**src/design/lbs_pkg.sv**
```systemverilog
// Package for the linear blend skinning block: opcodes, controller states,
// command and status structs and Q16.16 helpers. No dependencies.
package lbs_pkg;

  typedef enum logic [1:0] {
    OP_WRITE = 2'd0,
    OP_START = 2'd1,
    OP_INFL  = 2'd2,
    OP_NONE  = 2'd3
  } opcode_t;

  typedef enum logic [2:0] {
    ST_IDLE,
    ST_OFF_RD,
    ST_OFF_MAC,
    ST_ANI_RD,
    ST_ANI_MAC,
    ST_WEIGHT,
    ST_OUT
  } state_t;

  typedef struct packed {
    logic       latch_item;
    logic       pal_write;
    logic       start_vertex;
    logic       rd_off;
    logic       rd_ani;
    logic [3:0] elem;
    logic       mac_off;
    logic       mac_ani;
    logic       row_done_off;
    logic       row_done_ani;
    logic       do_weight;
    logic       set_error;
    logic       emit;
  } dp_cmd_t;

  typedef struct packed {
    opcode_t     opcode;
    logic        last;
    logic        id_none;
    logic        id_bad;
    logic        pal_ok;
    logic        out_busy;
  } dp_status_t;

  function automatic logic signed [63:0] qround(input logic signed [63:0] p);
    logic signed [63:0] t;
    t = p + 64'sd32768;
    return t >>> 16;
  endfunction

  function automatic logic signed [31:0] sat32(input logic signed [63:0] v);
    if (v > 64'sd2147483647) return 32'sh7fffffff;
    else if (v < -64'sd2147483648) return 32'sh80000000;
    else return v[31:0];
  endfunction

endpackage

```
**src/design/lbs_ctrl.sv**
```systemverilog
// Controller for linear blend skinning: sequences item decode, offset and
// animated matrix passes and the weighted add. Depends on lbs_pkg.
module lbs_ctrl #(
  parameter int MAX_INFLUENCES = 4
) (
  input  logic                clk,
  input  logic                rst_n,
  input  logic                in_tvalid,
  output logic                in_tready,
  input  lbs_pkg::dp_status_t status,
  output lbs_pkg::dp_cmd_t    cmd
);
  import lbs_pkg::*;

  localparam int CW = $clog2(MAX_INFLUENCES + 1);

  state_t        state_r, state_nxt;
  logic [3:0]    el_r, el_nxt;
  logic [CW-1:0] cnt_r, cnt_nxt;

  always_ff @(posedge clk) begin
    if (!rst_n) begin
      state_r <= ST_IDLE; el_r <= '0; cnt_r <= '0;
    end else begin
      state_r <= state_nxt; el_r <= el_nxt; cnt_r <= cnt_nxt;
    end
  end

  always_comb begin
    state_nxt = state_r; el_nxt = el_r; cnt_nxt = cnt_r;
    cmd = '0;
    cmd.elem = el_r;
    in_tready = 1'b0;
    case (state_r)
      ST_IDLE: begin
        in_tready = 1'b1;
        cmd.latch_item = in_tvalid;
        if (in_tvalid) state_nxt = ST_OUT;
      end
      ST_OUT: begin
        if (!status.out_busy) begin
          state_nxt = ST_IDLE;
          case (status.opcode)
            OP_WRITE: cmd.pal_write = 1'b1;
            OP_START: begin
              cmd.start_vertex = 1'b1; cnt_nxt = '0;
              if (status.last) begin cmd.emit = 1'b1; end
            end
            OP_INFL: begin
              if (cnt_r < CW'(MAX_INFLUENCES)) begin
                cnt_nxt = cnt_r + 1'b1;
                if (status.id_none) begin
                  if (status.last) begin cmd.emit = 1'b1; cnt_nxt = '0; end
                end else if (status.id_bad) begin
                  cmd.set_error = 1'b1;
                  if (status.last) begin cmd.emit = 1'b1; cnt_nxt = '0; end
                end else begin
                  el_nxt = '0; state_nxt = ST_OFF_RD;
                end
              end else if (status.last) begin
                cmd.emit = 1'b1; cnt_nxt = '0;
              end
            end
            default: ;
          endcase
        end
      end
      ST_OFF_RD: begin cmd.rd_off = 1'b1; state_nxt = ST_OFF_MAC; end
      ST_OFF_MAC: begin
        cmd.mac_off = 1'b1;
        cmd.row_done_off = (el_r[1:0] == 2'd3);
        el_nxt = el_r + 1'b1;
        if (el_r == 4'd15) begin el_nxt = '0; state_nxt = ST_ANI_RD; end
        else state_nxt = ST_OFF_RD;
      end
      ST_ANI_RD: begin cmd.rd_ani = 1'b1; state_nxt = ST_ANI_MAC; end
      ST_ANI_MAC: begin
        cmd.mac_ani = 1'b1;
        cmd.row_done_ani = (el_r[1:0] == 2'd3);
        el_nxt = el_r + 1'b1;
        if (el_r == 4'd11) begin el_nxt = '0; state_nxt = ST_WEIGHT; end
        else state_nxt = ST_ANI_RD;
      end
      ST_WEIGHT: begin
        cmd.do_weight = 1'b1;
        el_nxt = el_r + 1'b1;
        if (el_r == 4'd2) begin
          el_nxt = '0;
          if (!status.last) state_nxt = ST_IDLE;
          else if (!status.out_busy) begin
            cmd.emit = 1'b1; cnt_nxt = '0; state_nxt = ST_IDLE;
          end else begin
            el_nxt = el_r; cmd.do_weight = 1'b0;
          end
        end
      end
      default: state_nxt = ST_IDLE;
    endcase
  end
endmodule

```
**config.mk**
```make
export PLATFORM = sky130hd
export DESIGN_NAME = lbs_ctrl
export DESIGN_NICKNAME = d
export VERILOG_FILES = /design/src/design/lbs_pkg.sv /design/src/design/lbs_ctrl.sv
export SDC_FILE = /design/constraint.sdc
export NUM_CORES = 1
export LEC_CHECK = 0
export ABC_CLOCK_PERIOD_IN_PS = 2800
export BUFFER_PORTS_ARGS = -buffer_cell sky130_fd_sc_hd__buf_2
export CAP_MARGIN = 5
export CORE_ASPECT_RATIO = 0.75
export CORE_MARGIN = 5
export CORE_UTILIZATION = 35
export CTS_CLUSTER_SIZE = 12
export DETAILED_ROUTE_END_ITERATION = 12
export GPL_ROUTABILITY_DRIVEN = 1
export PLACE_DENSITY = 0.62
export SLEW_MARGIN = 20
export SYNTH_ARGS = -nofsm -noshare
export SYNTH_HDL_FRONTEND = slang
export SYNTH_SLANG_ARGS = --single-unit
```
**constraint.sdc**
```tcl
create_clock -name clk -period 2.8 [get_ports clk]
set_input_delay 0.28 -clock clk [delete_from_list [all_inputs] [get_ports clk]]
set_output_delay 0.28 -clock clk [all_outputs]
set_load 0.02 [all_outputs]
```
==> impl_metrics.toml <==
[cells_and_area]
num_antenna_cells = 0
final_cell_mix = "buf_2 (25), dfxtp_1 (10), nor2_1 (8)"
design_area_um2 = 1100
area_growth_syn_to_layout_pct = 20.2
final_common_cell = "buf_2"
drive_gt1_share_pct = 26.1
final_nets = 159

[logic_synthesis]
muxShareOfSynthArea_pct = 1.23
ys_seq_area_share_pct = 21.8
ys_warn_count = 0
synth_seq_cells = 10
synth_fp_nets = 133
yosys.area_share.xor_xnor_pct = 2.86
syn_avg_cell_area_um2 = 7.84
yosys.area_share.simple_pct = 33.0
synth_compound_area_share_pct = 27.7
synth_top_family_by_area = "simple AND/OR/NAND/NOR gates"
syn-cell-area_um2 = 917
synth.distinct_cells = 43
yosys.area_share.adder_pct = 8.19
synthCells = 117

[clocking]
cts_root_buffer = "clkbuf_4"
clk_path_buf_depth = 2
post_cts.repair.setup_buffers = 0
cts.clk_slew.worst_paths_ns = 0.08
cts_max_level = 1
cts_buffers = 3
clock_sinks = 10
cts_resized = 0
clk_latency_ns = 0.27
holdBufCountCts = 0
cts_tree = "yes"

[detailed_routing]
first_pass_iters = 4
wirelength_um = 2300
wl_per_cell_um = 12.9
ant_nets = 0
drtIter0Drc = 73
detail_route.drc_violations = 0
vias = 957
viasPerCell = 5.38

[floorplan]
dieArea_um2 = 3750
die_w_um = 69.1
die_height_um = 54.3
ios = 27
core_area_um2 = 2560
initial_core_util_pct = 35.8
rows = 16

[sta]
relSlewSlack_pct = 58.5
setup_viol = 0
hold_violations = 0
fin_worst_skew_ns = 0.0109
rsz0062_at_grt = "no"
slew_viol_final = 0
min_period_ns = 2.00
clock.fmax_mhz = 499
tightest_slew_ns = 0.622
final.period_utilization_pct = 71.5
fin_tns_setup_ns = 0

[setup_path]
rrSetupSlack_ns = 1.18
crit_fanout = 5
cp-start-kind = "flip-flop"
worst_r2r_path_depth = 4
r2r_start = "state_r[0]"
crit_required_ns = 2.52
r2r-end = "cnt_r[2]"
critPathKind = "flip-flop to output pin"
end_kind = "output pin"
critPathArrivalTime_ns = 1.72

[worst_hold_path]
hold_class = "input pin to flip-flop"
hold_end = "el_r[2]"
min_from = "rst_n"
hold_path_depth = 3

[place]
dpl_cell_area_um2 = 1070
dp_hpwl_um = 1840
portBuffers = 25
place_congestion = 0.832

[global_route]
grt_use_met1_pct = 15.4
grt-busiest-layer = "met2"
grt_max_degree = 20
grt_use_total_pct = 12.9
antenna_found_initial = 0
grt_pass1_vias = 889
grt_overflow = 0
grt_pass1_wl_um = 3920
use_met3_pct = 4.95
met2_usage_pct = 23.1

[outcome]
status = "complete, no violations"

[pwr]
powerDensity_nw_per_um2 = 842
p_total_uw = 928
ir_drop_v = 0.000269
p_leak_uw = 0.000520

[job]
maxCapViolations = 0
-- report_power, final --
group	switching, uW	internal (uW)	total (uW)
Combinational	301	214	515
Clock	54.4	79.0	133
Sequential	104	176	281
Total	459	469	928
-- kinds of logic (layout without fill, tap and decap cells) --
family | count (synthesis) | after routing
adder cells (fa/ha/maj) | 6 | 6
flip-flops | 10 | 10
AND/OR/NAND/NOR | 49 | 49
XOR/XNOR | 3 | 3
buffers and inverters | 11 | 36
multiplexers | 1 | 1
AO/OA/AOI/OAI | 37 | 37
-- area by class of cell --
class                   count  area (um^2)
fillers                   290         1460
multi-input cells          96          669
inverters                   7         26.3
repair buffers             25          125
clock buffers               4         36.3
flip-flops and latches     10          200
well taps                  36         45.0
-- routing by layer --
layer / wire length [um] / share of wire, %
met5: 0 / 0
met4: 6 / 0.26
met3: 117 / 5.1
met2: 1050 / 46
met1: 1130 / 49
-- stage by stage --
stage | instances | util [%] | hold slack (ns) | setup slack (ns)
final | 178 | 43.0 | 0.309 | 0.797
after global routing | 178 | 43.0 | 0.318 | 0.690
after CTS | 178 | 43.0 | 0.306 | 0.781
after detailed placement | 174 | 41.6 | 0.472 | 1.09
after global placement | 174 | 41.6 | 0.469 | 1.13
after floorplan | 117 | - | 0.435 | 0.969
-- worst max-delay path, cell delays in order, from the launching register on --
cell and delay, ns:
dfxtp_1 0.35, inv_1 0.10, ha_1 0.16, or3b_4 0.40
o22ai_1 0.14, and3_1 0.16, buf_2 0.15
-- synth_stat cells (all sizes together) --
cell type	number	share of area, %
or2	1	0.68
o21ai	9	5.3
nand3	3	1.6
nand4	3	2.0
o31ai	3	2.5
xnor2	1	0.96
a2111o	1	1.2
o221ai	1	0.96
a221oi	2	2.6
and4b	2	2.2
o22ai	4	2.7
mux2	1	1.2
nand2	4	1.6
o21a	4	3.3
nor2	8	3.3
o311ai	1	0.96
and2	5	3.4
xor2	2	1.9
nor4b	2	1.9
ha	6	8.2
o211a	1	1.1
o31a	1	0.96
and3b	1	0.96
a21o	1	0.82
and2b	1	0.82
inv	7	2.9
a21oi	6	3.3
nor3	4	2.2
nand2b	5	3.7
nor2b	4	2.7
dfxtp	10	22
nand3b	1	1.2
nor3b	1	1.4
a31oi	3	2.0
or3b	1	1.2
buf	4	2.3
and3	3	2.0
-- worst max-delay path by stage --
| stage | start | to | cells past startpoint |
|---|---|---|---|
| 5_1_grt | el_r[0] | cmd[0] | 6 |
| 3_3_place_gp | state_r[2] | cmd[1] | 4 |
| 3_5_place_dp | el_r[0] | cmd[0] | 6 |
| 6_report | el_r[0] | cmd[0] | 6 |
| 2_1_floorplan | state_r[1] | cmd[1] | 4 |
| 4_1_cts | el_r[0] | cmd[0] | 6 |
-- registers in the layout, indices dropped and copies added, names as in the netlist --
name     count
state_r      3
cnt_r        3
el_r         4
Power figures use the tool's default switching activity.
